--- config.mk ---
export PLATFORM = sky130hd
export DESIGN_NAME = duration_rescale
export DESIGN_NICKNAME = d
export VERILOG_FILES = /design/src/design/dr_pkg.sv /design/src/design/duration_rescale.sv /design/src/design/dr_mem.sv /design/src/design/dr_div.sv
export VERILOG_INCLUDE_DIRS = /design/src /design/src/design
export SDC_FILE = /design/constraint.sdc
export NUM_CORES = 2
export LEC_CHECK = 0
export BUFFER_PORTS_ARGS = -buffer_cell sky130_fd_sc_hd__buf_2
export CAP_MARGIN = 20
export CORE_UTILIZATION = 29
export CTS_BUF_LIST = sky130_fd_sc_hd__clkbuf_16
export DETAILED_ROUTE_END_ITERATION = 7
export PLACE_DENSITY = 0.39
export SLEW_MARGIN = 30
export SYNTH_ARGS = -nofsm -noshare
export SYNTH_HDL_FRONTEND = slang
export SYNTH_SLANG_ARGS = --single-unit
--- constraint.sdc ---
create_clock -name clk -period 20.4 [get_ports clk]
set_clock_uncertainty 0.05 [all_clocks]
set_input_delay 2.04 -clock clk [delete_from_list [all_inputs] [get_ports clk]]
set_output_delay 2.04 -clock clk [all_outputs]
set_load 0.02 [all_outputs]
--- src/design/duration_rescale_assert.svh ---
// ----------------------------------------------------------------------------
// duration_rescale_assert.svh
// Assertion macros shared by the duration rescale design.
// ----------------------------------------------------------------------------
`ifndef DURATION_RESCALE_ASSERT_SVH
`define DURATION_RESCALE_ASSERT_SVH

// Same-cycle implication, sampled on clk, quiet during rst
`define DR_ASSERT_IMP(lbl, ante, cons, msg) \
  lbl: assert property (@(posedge clk) disable iff (rst) (ante) |-> (cons)) \
    else $error(msg);

// Next-cycle implication, sampled on clk, quiet during rst
`define DR_ASSERT_NXT(lbl, ante, cons, msg) \
  lbl: assert property (@(posedge clk) disable iff (rst) (ante) |=> (cons)) \
    else $error(msg);

`endif

--- src/design/dr_pkg.sv ---
// ----------------------------------------------------------------------------
// dr_pkg
// Shared constants, state encoding and divider request types.
// ----------------------------------------------------------------------------
`timescale 1ns / 1ps

package dr_pkg;

  localparam int MAX_STATES_DEF = 16;
  localparam int DUR_BITS_DEF   = 16;

  localparam int IN_W    = 16;  // input duration and target width
  localparam int TOT_W   = 20;  // reported total width
  localparam int STORE_W = 18;  // stored duration, wide enough for silence growth
  localparam int FRAC_W  = 16;  // fractional bits of the ratio
  localparam int Q_W     = 32;  // ratio width
  localparam int NUM_W   = 32;  // dividend width (target << 16)
  localparam int DEN_W   = 20;  // divisor width (group sum)

  localparam logic [TOT_W-1:0] TOT_MAX = '1;

  typedef enum logic [3:0] {
    S_LOAD,
    S_DISPATCH,
    S_SIL_RD,
    S_SIL_WR,
    S_GEN_CHK,
    S_DIV,
    S_SCALE,
    S_FIX_CHK,
    S_FIX_SCAN,
    S_FIX_WR,
    S_EMIT
  } dr_state_t;

  typedef struct packed {
    logic             go;
    logic [NUM_W-1:0] num;
    logic [DEN_W-1:0] den;
  } dr_div_req_t;

  typedef struct packed {
    logic           done;
    logic [Q_W-1:0] quo;
  } dr_div_rsp_t;

endpackage

--- src/design/duration_rescale.sv ---
// ----------------------------------------------------------------------------
// duration_rescale
// Rescales a group of per-state durations to a requested total frame count.
// ----------------------------------------------------------------------------
// Usage: drive start with one state's duration_in; it is taken when busy is
// low. Non-final states load and busy stays low, so a
// group streams in back to back. The state with is_last_in set also carries
// target_frames and silence_mode and closes the group; busy then rises.
// Items beyond MAX_STATES are dropped, a dropped final item still closes.
// The group is then rescaled out of the duration store while busy is high:
// a divide, a scaling pass, then fix-up rounds (check, scan, write-back),
// at most 2n+3 of them. All store reads go through the single read port.
// Results come out one per cycle on strobe, in state order, with
// is_last_out on the final one and total_frames on every one. The receiver
// cannot hold results off. busy falls the cycle after the last result.
// Reset clears the state count and running total; the store is not cleared.
// ----------------------------------------------------------------------------
`timescale 1ns / 1ps
`include "duration_rescale_assert.svh"

module duration_rescale #(
  parameter int MAX_STATES = dr_pkg::MAX_STATES_DEF,
  parameter int DUR_BITS   = dr_pkg::DUR_BITS_DEF
) (
  input  logic        clk,
  input  logic        rst,
  input  logic        start,
  output logic        busy,
  input  logic [15:0] duration_in,
  input  logic        is_last_in,
  input  logic [15:0] target_frames,
  input  logic        silence_mode,
  output logic        strobe,
  output logic [15:0] duration_out,
  output logic        is_last_out,
  output logic [19:0] total_frames
);

  localparam int IN_W    = dr_pkg::IN_W;
  localparam int TOT_W   = dr_pkg::TOT_W;
  localparam int STORE_W = dr_pkg::STORE_W;
  localparam int FRAC_W  = dr_pkg::FRAC_W;
  localparam int Q_W     = dr_pkg::Q_W;
  localparam int DEN_W   = dr_pkg::DEN_W;
  localparam int CNT_W   = $clog2(MAX_STATES + 1);
  localparam int IDX_W   = (MAX_STATES > 1) ? $clog2(MAX_STATES) : 1;
  localparam int S_W     = TOT_W + CNT_W;
  localparam int IT_W    = CNT_W + 2;
  localparam int Y_W     = STORE_W + Q_W;
  localparam int V_W     = Y_W + 2;
  localparam int C_W     = FRAC_W + 2 + CNT_W;
  localparam int SAT_B   = (DUR_BITS < STORE_W) ? DUR_BITS : STORE_W;
  localparam logic [STORE_W-1:0] DMAX = STORE_W'((64'd1 << SAT_B) - 64'd1);
  localparam logic signed [V_W-1:0] V_HALF = V_W'(1 << (FRAC_W - 1));
  localparam logic signed [V_W-1:0] V_ONE  = V_W'(1 << FRAC_W);

  dr_pkg::dr_state_t state, state_next;

  logic [CNT_W-1:0]   count;
  logic [TOT_W-1:0]   run_tot;
  logic [CNT_W-1:0]   n_r;
  logic [S_W-1:0]     sum_r;
  logic [IN_W-1:0]    tgt_in;
  logic [IN_W-1:0]    tgt_r;
  logic               sil_r;
  logic [Q_W-1:0]     ratio_r;
  logic signed [C_W-1:0] carry_r;
  logic [IT_W-1:0]    it_r;
  logic [CNT_W-1:0]   ridx;
  logic               v1, v2;
  logic [IDX_W-1:0]   i1, i2;
  logic [Y_W-1:0]     y_r;
  logic [STORE_W-1:0] bv;
  logic [IDX_W-1:0]   bk;

  logic               acc;
  logic               has_room;
  logic [CNT_W-1:0]   cnt_after;
  logic [TOT_W:0]     tot_sum;
  logic [TOT_W-1:0]   tot_after;

  logic               mem_we, mem_re, scan_rd;
  logic [IDX_W-1:0]   mem_waddr, mem_raddr;
  logic [STORE_W-1:0] mem_wdata, rdata;

  dr_pkg::dr_div_req_t div_req;
  dr_pkg::dr_div_rsp_t div_rsp;

  logic [IDX_W-1:0]   mid;
  logic               below;
  logic [IN_W-1:0]    tgt_val;
  logic               sil_rej;
  logic               sil_lt;
  logic [S_W-1:0]     diff, sil_sub_nd, sil_nd_w, sil_sum;
  logic [STORE_W-1:0] sil_nd;
  logic [Y_W-1:0]     y_mul;
  logic signed [V_W-1:0] v_val;
  logic               v_gt;
  logic [STORE_W-1:0] d_val;
  logic signed [C_W-1:0] carry_next;
  logic [S_W:0]       tdk, s_ext, fix_nd_w;
  logic               fix_go;
  logic [S_W-1:0]     fix_sum;
  logic [STORE_W-1:0] fix_nd;
  logic               emit_last;
  logic [STORE_W-1:0] d_sat;
  logic [TOT_W-1:0]   tot_sat;

  assign busy = (state != dr_pkg::S_LOAD);
  assign acc  = start && !busy;

  // load path: next count and saturating running total
  always_comb begin
    has_room  = count < CNT_W'(MAX_STATES);
    cnt_after = has_room ? count + CNT_W'(1) : count;
    tot_sum   = {1'b0, run_tot} + (TOT_W + 1)'(duration_in);
    if (!has_room) begin
      tot_after = run_tot;
    end else if (tot_sum > {1'b0, dr_pkg::TOT_MAX}) begin
      tot_after = dr_pkg::TOT_MAX;
    end else begin
      tot_after = tot_sum[TOT_W-1:0];
    end
  end

  // silence and general mode decisions
  always_comb begin
    mid        = IDX_W'(n_r >> 1);
    below      = sum_r < S_W'(n_r);
    tgt_val    = (tgt_in < IN_W'(n_r)) ? IN_W'(n_r) : tgt_in;
    sil_rej    = (sum_r == '0) || !n_r[0];
    sil_lt     = sum_r < S_W'(tgt_in);
    diff       = sum_r - S_W'(tgt_in);
    sil_sub_nd = (S_W'(rdata) < diff + S_W'(1)) ? S_W'(1) : S_W'(rdata) - diff;
    sil_nd_w   = sil_lt ? S_W'(rdata) + S_W'(tgt_in) - sum_r : sil_sub_nd;
    sil_nd     = STORE_W'(sil_nd_w);
    sil_sum    = sil_lt ? S_W'(tgt_in) : sum_r - S_W'(rdata) + sil_sub_nd;
  end

  // scaling: product, then rounding with carried error
  assign y_mul = Y_W'(rdata) * Y_W'(ratio_r);
  always_comb begin
    v_val = $signed({2'b00, y_r}) + V_W'(carry_r) + V_HALF;
    v_gt  = v_val > V_ONE;
    d_val = v_gt ? v_val[FRAC_W +: STORE_W] : STORE_W'(1);
    carry_next = v_gt ? C_W'($signed({1'b0, v_val[FRAC_W-1:0]}) - V_HALF)
                      : C_W'(v_val - V_HALF - V_ONE);
  end

  // fix-up: move the residue onto the first largest state
  always_comb begin
    tdk      = (S_W + 1)'(tgt_r) + (S_W + 1)'(bv);
    s_ext    = {1'b0, sum_r};
    fix_nd_w = (s_ext + (S_W + 1)'(1) < tdk) ? tdk - s_ext : (S_W + 1)'(1);
    fix_nd   = STORE_W'(fix_nd_w);
    fix_sum  = sum_r - S_W'(bv) + S_W'(fix_nd_w);
    fix_go   = (sum_r != S_W'(tgt_r)) &&
               (it_r <= IT_W'({n_r, 1'b0}) + IT_W'(2));
  end

  // output formatting
  always_comb begin
    emit_last = (CNT_W'(i1) + CNT_W'(1)) == n_r;
    d_sat     = (rdata > DMAX) ? DMAX : rdata;
    tot_sat   = (sum_r > S_W'(dr_pkg::TOT_MAX)) ? dr_pkg::TOT_MAX : sum_r[TOT_W-1:0];
  end

  // next state
  always_comb begin
    state_next = state;
    unique case (state)
      dr_pkg::S_LOAD: begin
        if (acc && is_last_in) state_next = dr_pkg::S_DISPATCH;
      end
      dr_pkg::S_DISPATCH: begin
        if (!sil_r) begin
          state_next = dr_pkg::S_GEN_CHK;
        end else if (sil_rej || sum_r == S_W'(tgt_in)) begin
          state_next = dr_pkg::S_EMIT;
        end else begin
          state_next = dr_pkg::S_SIL_RD;
        end
      end
      dr_pkg::S_SIL_RD: state_next = dr_pkg::S_SIL_WR;
      dr_pkg::S_SIL_WR: begin
        if (sil_lt || sil_sum == S_W'(tgt_in)) state_next = dr_pkg::S_EMIT;
        else state_next = dr_pkg::S_GEN_CHK;
      end
      dr_pkg::S_GEN_CHK: begin
        state_next = below ? dr_pkg::S_EMIT : dr_pkg::S_DIV;
      end
      dr_pkg::S_DIV: begin
        if (div_rsp.done) state_next = dr_pkg::S_SCALE;
      end
      dr_pkg::S_SCALE: begin
        if (ridx == n_r && !v1 && !v2) state_next = dr_pkg::S_FIX_CHK;
      end
      dr_pkg::S_FIX_CHK: begin
        state_next = fix_go ? dr_pkg::S_FIX_SCAN : dr_pkg::S_EMIT;
      end
      dr_pkg::S_FIX_SCAN: begin
        if (ridx == n_r && !v1) state_next = dr_pkg::S_FIX_WR;
      end
      dr_pkg::S_FIX_WR: state_next = dr_pkg::S_FIX_CHK;
      dr_pkg::S_EMIT: begin
        if (ridx == n_r && !v1) state_next = dr_pkg::S_LOAD;
      end
      default: state_next = dr_pkg::S_LOAD;
    endcase
  end

  // store port and divider request per state
  always_comb begin
    mem_we    = 1'b0;
    mem_waddr = count[IDX_W-1:0];
    mem_wdata = STORE_W'(duration_in);
    mem_re    = 1'b0;
    mem_raddr = ridx[IDX_W-1:0];
    scan_rd   = 1'b0;
    div_req.go  = 1'b0;
    div_req.num = {tgt_val, 16'b0};
    div_req.den = sum_r[DEN_W-1:0];
    unique case (state)
      dr_pkg::S_LOAD: begin
        mem_we = acc && has_room;
      end
      dr_pkg::S_SIL_RD: begin
        mem_re    = 1'b1;
        mem_raddr = mid;
      end
      dr_pkg::S_SIL_WR: begin
        mem_we    = 1'b1;
        mem_waddr = mid;
        mem_wdata = sil_nd;
      end
      dr_pkg::S_GEN_CHK: begin
        div_req.go = !below;
      end
      dr_pkg::S_SCALE: begin
        scan_rd   = ridx < n_r;
        mem_re    = scan_rd;
        mem_we    = v2;
        mem_waddr = i2;
        mem_wdata = d_val;
      end
      dr_pkg::S_FIX_SCAN, dr_pkg::S_EMIT: begin
        scan_rd = ridx < n_r;
        mem_re  = scan_rd;
      end
      dr_pkg::S_FIX_WR: begin
        mem_we    = 1'b1;
        mem_waddr = bk;
        mem_wdata = fix_nd;
      end
      default: ;
    endcase
  end

  // control registers
  always_ff @(posedge clk) begin
    if (rst) begin
      state       <= dr_pkg::S_LOAD;
      count       <= '0;
      run_tot     <= '0;
      v1          <= 1'b0;
      v2          <= 1'b0;
      strobe      <= 1'b0;
      is_last_out <= 1'b0;
    end else begin
      state       <= state_next;
      v1          <= scan_rd;
      v2          <= (state == dr_pkg::S_SCALE) && v1;
      strobe      <= (state == dr_pkg::S_EMIT) && v1;
      is_last_out <= (state == dr_pkg::S_EMIT) && v1 && emit_last;
      if (acc) begin
        count   <= is_last_in ? '0 : cnt_after;
        run_tot <= is_last_in ? '0 : tot_after;
      end
    end
  end

  // datapath registers
  always_ff @(posedge clk) begin
    i1 <= ridx[IDX_W-1:0];
    i2 <= i1;
    if (state_next != state) begin
      ridx <= '0;
    end else if (scan_rd) begin
      ridx <= ridx + CNT_W'(1);
    end
    if (state == dr_pkg::S_EMIT && v1) begin
      duration_out <= d_sat[15:0];
      total_frames <= tot_sat;
    end
    unique case (state)
      dr_pkg::S_LOAD: begin
        if (acc && is_last_in) begin
          n_r    <= cnt_after;
          sum_r  <= S_W'(tot_after);
          tgt_in <= target_frames;
          sil_r  <= silence_mode;
        end
      end
      dr_pkg::S_DISPATCH: begin
        if (sil_r && sil_rej) sum_r <= '0;
      end
      dr_pkg::S_SIL_WR: sum_r <= sil_sum;
      dr_pkg::S_GEN_CHK: tgt_r <= tgt_val;
      dr_pkg::S_DIV: begin
        if (div_rsp.done) begin
          ratio_r <= div_rsp.quo;
          carry_r <= '0;
          sum_r   <= '0;
          it_r    <= '0;
        end
      end
      dr_pkg::S_SCALE: begin
        if (v1) y_r <= y_mul;
        if (v2) begin
          carry_r <= carry_next;
          sum_r   <= sum_r + S_W'(d_val);
        end
      end
      dr_pkg::S_FIX_SCAN: begin
        if (v1 && (i1 == '0 || rdata > bv)) begin
          bv <= rdata;
          bk <= i1;
        end
      end
      dr_pkg::S_FIX_WR: begin
        sum_r <= fix_sum;
        it_r  <= it_r + IT_W'(1);
      end
      default: ;
    endcase
  end

  dr_mem #(
    .DEPTH(MAX_STATES)
  ) u_mem (
    .clk   (clk),
    .we    (mem_we),
    .waddr (mem_waddr),
    .wdata (mem_wdata),
    .re    (mem_re),
    .raddr (mem_raddr),
    .rdata (rdata)
  );

  dr_div u_div (
    .clk (clk),
    .rst (rst),
    .req (div_req),
    .rsp (div_rsp)
  );

  // checks
  `DR_ASSERT_IMP(a_res_from_busy, strobe, $past(busy), "result without busy group")
  `DR_ASSERT_NXT(a_load_no_stall, acc && !is_last_in, !busy, "load stalled the port")
  `DR_ASSERT_IMP(a_last_on_strobe, is_last_out, strobe, "last flag without result")
  `DR_ASSERT_IMP(a_div_in_wait, div_rsp.done, state == dr_pkg::S_DIV, "stray divider result")

endmodule

--- src/design/dr_mem.sv ---
// ----------------------------------------------------------------------------
// dr_mem
// Duration store: one write port, one read port, registered read data.
// ----------------------------------------------------------------------------
`timescale 1ns / 1ps

module dr_mem #(
  parameter int DEPTH = dr_pkg::MAX_STATES_DEF,
  localparam int AW = (DEPTH > 1) ? $clog2(DEPTH) : 1
) (
  input  logic                       clk,
  input  logic                       we,
  input  logic [AW-1:0]              waddr,
  input  logic [dr_pkg::STORE_W-1:0] wdata,
  input  logic                       re,
  input  logic [AW-1:0]              raddr,
  output logic [dr_pkg::STORE_W-1:0] rdata
);

  logic [dr_pkg::STORE_W-1:0] mem [DEPTH];

  // write port
  always_ff @(posedge clk) begin
    if (we) begin
      mem[waddr] <= wdata;
    end
  end

  // read port, registered, updated only when re is high
  always_ff @(posedge clk) begin
    if (re) begin
      rdata <= mem[raddr];
    end
  end

endmodule

--- src/design/dr_div.sv ---
// ----------------------------------------------------------------------------
// dr_div
// Restoring divider, one quotient bit per cycle.
// ----------------------------------------------------------------------------
`timescale 1ns / 1ps

module dr_div (
  input  logic                clk,
  input  logic                rst,
  input  dr_pkg::dr_div_req_t req,
  output dr_pkg::dr_div_rsp_t rsp
);

  localparam int NUM_W = dr_pkg::NUM_W;
  localparam int DEN_W = dr_pkg::DEN_W;
  localparam int CW    = $clog2(NUM_W);

  logic             run;
  logic             done;
  logic [CW-1:0]    cnt;
  logic [DEN_W-1:0] rem;
  logic [NUM_W-1:0] quo;
  logic [DEN_W-1:0] den;
  logic [DEN_W:0]   rem_sh;
  logic             q_bit;
  logic [DEN_W-1:0] rem_next;

  // trial subtract
  always_comb begin
    rem_sh   = {rem, quo[NUM_W-1]};
    q_bit    = rem_sh >= {1'b0, den};
    rem_next = q_bit ? DEN_W'(rem_sh - {1'b0, den}) : rem_sh[DEN_W-1:0];
  end

  // control
  always_ff @(posedge clk) begin
    if (rst) begin
      run  <= 1'b0;
      done <= 1'b0;
    end else begin
      done <= 1'b0;
      if (req.go) begin
        run <= 1'b1;
      end else if (run && cnt == CW'(NUM_W - 1)) begin
        run  <= 1'b0;
        done <= 1'b1;
      end
    end
  end

  // shift registers
  always_ff @(posedge clk) begin
    if (req.go) begin
      cnt <= '0;
      rem <= '0;
      quo <= req.num;
      den <= req.den;
    end else if (run) begin
      cnt <= cnt + CW'(1);
      rem <= rem_next;
      quo <= {quo[NUM_W-2:0], q_bit};
    end
  end

  assign rsp = '{done: done, quo: quo};

endmodule
# Yosys cells after proc, flatten, opt, wreduce, memory -nomap -nowiden
# Memories as Yosys holds them, arrays and structs flattened. A register that Yosys moved wholly into a read port is not among the register bits.
# Cells that the tools add are included.
classes:
  div_mod_pow: 0
  order_cmp: 14
  n_eq_ne: 21
  n_shift: 0
  n_reduce_logical: 40
  n_mul: 1
  bitwise_logic: 0
  muxes: 48
  n_addsub: 26
op_table:
  columns: ["cell", "count"]
  rows:
  - ["25-bit 2-to-1 mux", 7]
  - ["25-bit case mux with 6 select lines", 1]
  - ["20-bit 2-to-1 mux", 4]
  - ["23-bit 2-to-1 mux", 3]
  - ["32-bit 2-to-1 mux", 2]
  - ["18-bit case mux with 3 select lines", 1]
  - ["51-bit by 23-bit adder with 52-bit output", 1]
  - ["52-bit by 17-bit adder with 52-bit output (second input constant)", 1]
  - ["52-bit by 18-bit > comparator with 1-bit output (second input constant)", 1]
  - ["25-bit adder", 2]
  - ["25-bit by 16-bit == test with 1-bit output", 2]
  - ["18-bit by 32-bit multiplier with 50-bit output", 1]
  - ["25-bit by 18-bit subtractor with 25-bit output", 2]
  - ["23-bit case mux with 2 select lines", 1]
  - ["4-bit case mux with 11 select lines", 1]
  - ["4-bit 2-to-1 mux", 10]
  - ["18-bit 2-to-1 mux", 2]
  - ["25-bit by 1-bit adder with 26-bit output (second input constant)", 1]
  - ["26-bit by 19-bit less-than comparator with 1-bit output", 1]
  - ["25-bit by 1-bit adder with 25-bit output (second input constant)", 1]
  - ["25-bit by 18-bit adder with 25-bit output", 1]
  - ["25-bit by 20-bit > comparator with 1-bit output (second input constant)", 1]
  - ["25-bit logical NOT", 1]
  - ["18-bit by 25-bit less-than comparator with 1-bit output", 1]
  - ["56 further kinds", 101]
word_totals:
  elab_cells: 181
  latch_bits: 0
  mem_count: 1
  ram_bits: 288
  output_inout_bits: 39
  ff_bits: 358
  romBits: 0
mem_list:
  columns: ["memory", "words", "word_bits", "rd", "rd_clocked_by_memory_dff", "write_ports", "line", "rtl"]
  rows:
  - ["u_mem.mem", 16, 18, 1, 1, 1, "dr_mem.sv:20", "logic [dr_pkg::STORE_W-1:0] mem [DEPTH];"]

# Depth between registers and ports, before layout
logic_depth:
  ltp_word: 11
  mapped_depth: 44

# By module
# A second synthesis with hierarchy kept.
unflattened:
  cells_unflattened: 6145
  area_unflattened_um2: 62123.3
by_module_without_submodules:
  columns: ["module", "cells_each", "n_inst", "area_per_inst_um2"]
  rows:
  - ["duration_rescale", 5304, 1, 46479.6]
  - ["dr_mem", 482, 1, 11502.3]
  - ["dr_div", 359, 1, 4141.5]

# Worst setup path after synthesis
# OpenSTA, ideal clock, no wires.
synth_timing:
  path_kind: "reg2reg"
  from: "register tgt_in[5]"
  to: "register ridx[1]"
  path_buffers: 2
  t_required_ns: 20.229
  period_less_slack_ns: 9.189
  setup_ns: 0.121
  setup_slack_ns: 11.211
  stages_incl_launch_ff: 38
  t_arrival_ns: 9.017
  path_cell_list: "edfxtp_1 -> clkbuf_1 -> inv_1 -> ha_1 -> a21o_1 -> or4_1 -> o21a_2 -> a31o_2 -> xnor2_1 -> or3b_4 -> nor3_1 -> nand2b_1 -> xnor2_1 -> ha_1 -> nand3_1 -> nor3_1 -> and3_1 -> a211oi_1 -> [2 not listed] -> clkbuf_1 -> nor2_1 -> fa_1 -> inv_1 -> fa_1 -> nand2b_1 -> a21oi_1 -> o2111ai_1 -> a211oi_1 -> o211ai_1 -> a21oi_1 -> o311ai_0 -> or4_1 -> a21oi_2 -> a2111oi_4 -> a211oi_2 -> o31a_1 -> nor3b_2"
synth_via:
  elab_chain_cells: 11
  elab_cells_between_ends: 17
  cone_classes: "add/sub (4); order compare (2); eq/ne (3); mux (6); reduce/logical (2)"
synth_rtl:
  columns: ["item", "line", "rtl"]
  rows:
  - ["from (decl)", "duration_rescale.sv:63", "logic [IN_W-1:0] tgt_in;"]
  - ["from (signal assigned)", "duration_rescale.sv:300", "tgt_in <= target_frames;"]
  - ["25-bit by 16-bit subtractor with 25-bit output", "duration_rescale.sv:133", "diff = sum_r - S_W'(tgt_in);"]
  - ["25-bit by 1-bit adder with 25-bit output", "duration_rescale.sv:134", "sil_sub_nd = (S_W'(rdata) < diff + S_W'(1)) ? S_W'(1) : S_W'(rdata) - diff;"]
  - ["18-bit by 25-bit less-than comparator with 1-bit output", "duration_rescale.sv:134", null]
  - ["25-bit 2-to-1 mux", "duration_rescale.sv:134", null]
  - ["25-bit adder", "duration_rescale.sv:137", "sil_sum = sil_lt ? S_W'(tgt_in) : sum_r - S_W'(rdata) + sil_sub_nd;"]
  - ["25-bit 2-to-1 mux", "duration_rescale.sv:137", null]
  - ["25-bit by 16-bit == test with 1-bit output", "duration_rescale.sv:186", "if (sil_lt || sil_sum == S_W'(tgt_in)) state_next = dr_pkg::S_EMIT;"]
  - ["1-bit logical OR", "duration_rescale.sv:186", null]
  - ["4-bit 2-to-1 mux", "duration_rescale.sv:186", null]
  - ["4-bit case mux with 11 select lines *", "duration_rescale.sv:171", "unique case (state)"]
  - ["4-bit != test *", "duration_rescale.sv:286", "if (state_next != state) begin"]
  - ["to (signal assigned)", "duration_rescale.sv:289", "ridx <= ridx + CNT_W'(1);"]
  - ["to (decl)", "duration_rescale.sv:69", "logic [CNT_W-1:0] ridx;"]
# Every way passes the cells marked *; elsewhere a longest branch is shown, timed or not.
# A chain may end at the register's enable or synchronous reset.

# Worst setup path after layout
layout_timing:
  from: "register sum_r[0]"
  to: "register ridx[2]"
layout_via:
  elab_chain_cells: 11
  elab_cells_between_ends: 25
  cone_classes: "add/sub (5); order compare (3); eq/ne (4); mux (8); reduce/logical (5)"
layout_rtl:
  columns: ["item", "line", "rtl"]
  rows:
  - ["from (decl)", "duration_rescale.sv:62", "logic [S_W-1:0] sum_r;"]
  - ["from (signal assigned)", "duration_rescale.sv:299", "sum_r <= S_W'(tot_after);"]
  - ["from (signal assigned)", "duration_rescale.sv:307", "dr_pkg::S_SIL_WR: sum_r <= sil_sum;"]
  - ["from (signal assigned)", "duration_rescale.sv:321", "sum_r <= sum_r + S_W'(d_val);"]
  - ["25-bit by 16-bit subtractor with 25-bit output", "duration_rescale.sv:133", null]
  - ["25-bit by 1-bit adder with 25-bit output", "duration_rescale.sv:134", null]
  - ["18-bit by 25-bit less-than comparator with 1-bit output", "duration_rescale.sv:134", null]
  - ["25-bit 2-to-1 mux", "duration_rescale.sv:134", null]
  - ["25-bit adder", "duration_rescale.sv:137", null]
  - ["25-bit 2-to-1 mux", "duration_rescale.sv:137", null]
  - ["25-bit by 16-bit == test with 1-bit output", "duration_rescale.sv:186", null]
  - ["1-bit logical OR", "duration_rescale.sv:186", null]
  - ["4-bit 2-to-1 mux", "duration_rescale.sv:186", null]
  - ["4-bit case mux with 11 select lines *", "duration_rescale.sv:171", null]
  - ["4-bit != test *", "duration_rescale.sv:286", null]
# Marked as above.

==> flow_metrics.tcl <==
set metrics [dict create \
    cts_buffers 82 \
    max-vdd-ir-drop_uv 227 \
    slew_viol_final 0 \
    p_leak_uw 0.0290 \
    cts.htree.levels 3 \
    finalSetupTns_ns 0 \
    crit_path_max_incr_delay_ns 0.76 \
    synth-xor-area-share 0.0470 \
    max_freq_ghz 0.0814 \
    clk_pin_slew_worst_paths_ns 0.06 \
    setup_violations 0 \
    clk_latency_ns 0.74 \
    synth_async_sr_flop_share 0 \
    num_rows 168 \
    hold_ws_ns 0.370 \
    max-cap-violations 0 \
    hold_buffers 0 \
    mostFrequentLayoutCell "inv_1" \
    via_count 45700 \
    wire_per_inst_um 24.0 \
    coreArea_um2 210000 \
    min_period_over_period 0.602 \
    hold_path.class "reg -> reg" \
    crit_path_end_kind "flop" \
    hpwl_um 168000 \
    start_kind "flop" \
    drive_above_1_share 0.0808 \
    avgViaCountPerCell 5.04 \
    routed_wl_um 218000 \
    cts_resized 0 \
    min_from "ridx[0]" \
    syn2layout_area_growth_pct 11.4 \
    synth-simple-area-share 0.145 \
    globalplace.congestion 0.914 \
    arrival_ns 12.86 \
    ys_seq_elements 664 \
    worst_pin_slew_ns 1.09 \
    root_buffer "clkbuf_16" \
    initial_core_util 0.293 \
    synth_enable_flop_cells 575 \
    chipHeight_um 462 \
    first_pass_iters 7 \
    dieArea_um2 214000 \
    grt_pass1_vias 47700 \
    totalPowerFinal_uw 9750 \
    syn-num-nets 7281 \
    layout.nets 7295 \
    portBuffers 75 \
    synth-seq-area-share 0.310 \
    cp_common_cell "a211oi_1" \
    final_cell_mix "819 x inv_1, 674 x nand2_1, 575 x edfxtp_1" \
    startpoint "sum_r[0]" \
    ios 76 \
    yosys_warnings 0 \
    crit_type "reg -> reg" \
    ys.flop_type "edfxtp_1" \
    r2r-start "sum_r[0]" \
    grt_max_degree 73 \
    hold_viol_final 0 \
    rsz0062_at_grt "false" \
    relSlewSlack 0.268 \
    netlist_instances 6193 \
    cts_setup_buffers 0 \
    path_max_fanout 17 \
    synth-compound-area-share 0.120 \
    grt_pass1_wl_um 325000 \
    p_per_area_nw_per_um2 143 \
    synth_top_family_by_area "adder cells" \
    synth_area_um2 61400 \
    status "finished clean" \
    synth_fa_ha_area_frac 0.280 \
    post-route-min-period_ns 12.29 \
    synth.distinct_cells 95 \
    clkSinkCount 664 \
    cp_slowest_cell "nor3_1" \
    grt.overflow.total 0 \
    fillers 21700 \
    drt_iter0_markers 3358 \
    cts_buffer_depth 3 \
    cts_tree "done" \
    remaining_drc_errors 0 \
    synth_mux_area_frac 0.0323 \
    antenna_found_initial 19 \
    die_w_um 462 \
    required_ns 20.97 \
    grt_usage 0.204 \
    syn_area_per_cell_um2 9.92 \
    ant_nets 0 \
]
cells in the mapped netlist (26+ instances only):
library cell	instances	area share
nor4_1	38	0.0039
nor2b_1	51	0.0052
and2_1	235	0.024
mux4_2	72	0.026
a31oi_1	69	0.0070
inv_1	809	0.049
nand2b_1	75	0.0076
o21bai_1	41	0.0050
nand2_1	675	0.041
or3_1	35	0.0036
clkbuf_1	254	0.016
and3_1	38	0.0039
dfxtp_1	89	0.029
fa_1	540	0.18
o21a_1	51	0.0062
o22ai_1	26	0.0026
nand4_1	59	0.0060
or2_2	31	0.0032
mux2i_1	33	0.0054
nor3_1	97	0.0079
a21oi_1	276	0.022
edfxtp_1	575	0.28
ha_1	511	0.10
a21o_1	118	0.014
xor2_1	110	0.016
a211oi_1	55	0.0067
nand3_1	118	0.0096
o21ai_0	232	0.019
xnor2_1	212	0.030
nor2_1	321	0.020
worst max-delay path: cells and delay by family, from the launching register on:
| kind | cells | cell delay [ns] |
|---|---|---|
| flops | 1 | 0.70 |
| fa+ha+maj | 5 | 2.14 |
| simple gates | 13 | 4.10 |
| compound gates | 14 | 4.54 |
| buf+inv | 1 | 0.19 |
| xor+xnor | 3 | 0.47 |
sequential cells by signal (all words and copies together) (netlist names), 18 cells and up:
register      count
u_mem.mem       288
y_r              50
ratio_r          32
u_div.quo        32
sum_r            25
carry_r          23
run_tot          20
total_frames     20
u_div.den        20
u_div.rem        20
bv               18
u_mem.rdata      18
per-stage QoR:
step                      setup WS, ns  instances  instance area, µm²  utilization
after detailed placement          8.42       8927               65500        0.312
after CTS                         8.40       9079               68400        0.326
after global placement            8.63       8926               65500        0.312
final                             8.11       9083               68400        0.326
after floorplan                  11.21       6193               61400            -
after global routing              7.53       9080               68400        0.326
per-layer routing:
layer | vias to the layer above | global-route usage | routed length (µm) | share of wire
met3 | 270 | 0.0193 | 7370 | 0.034
met1 | 23200 | 0.274 | 99200 | 0.46
li1 | 21300 | - | - | -
met2 | 932 | 0.343 | 104000 | 0.48
met5 | - | 0 | 13 | 0.000060
met4 | 2 | 0.0642 | 7430 | 0.034
power by group:
| group | switching (µW) | internal [µW] |
|---|---|---|
| registers | 59.9 | 1820 |
| logic | 3740 | 2590 |
| clock network | 667 | 881 |
worst paths after layout:
kind	to	slack (ns)	cells after the start
setup / recovery	ridx[2]	8.11	36
hold / removal	i1[0]	0.37	0
setup reg to reg	ridx[2]	8.11	36
hold reg to reg	i1[0]	0.37	0
final cells by class:
| type | count | area, µm² | area share |
|---|---|---|---|
| flip-flops and latches | 664 | 19100 | 0.278 |
| diodes | 3 | 7.51 | 0.000110 |
| clock buffers | 86 | 2150 | 0.0314 |
| clock inverters | 66 | 701 | 0.0102 |
| inverters | 812 | 3050 | 0.0445 |
| well taps | 2805 | 3510 | 0.0513 |
| repair buffers | 201 | 1360 | 0.0198 |
| multi-input cells | 4446 | 38600 | 0.564 |
cell families (layout without fill, tap and decap cells):
group,after synthesis,count (layout)
and+or+nand+nor,1841,1841
xor gates and xnor gates,325,325
buffers and inverters,1083,1165
adders and majority gates,1051,1051
muxes,108,108
AOI/OAI and AO/OA,1121,1121
DFF,664,664
other,0,3
Power figures use the tool's default switching activity.
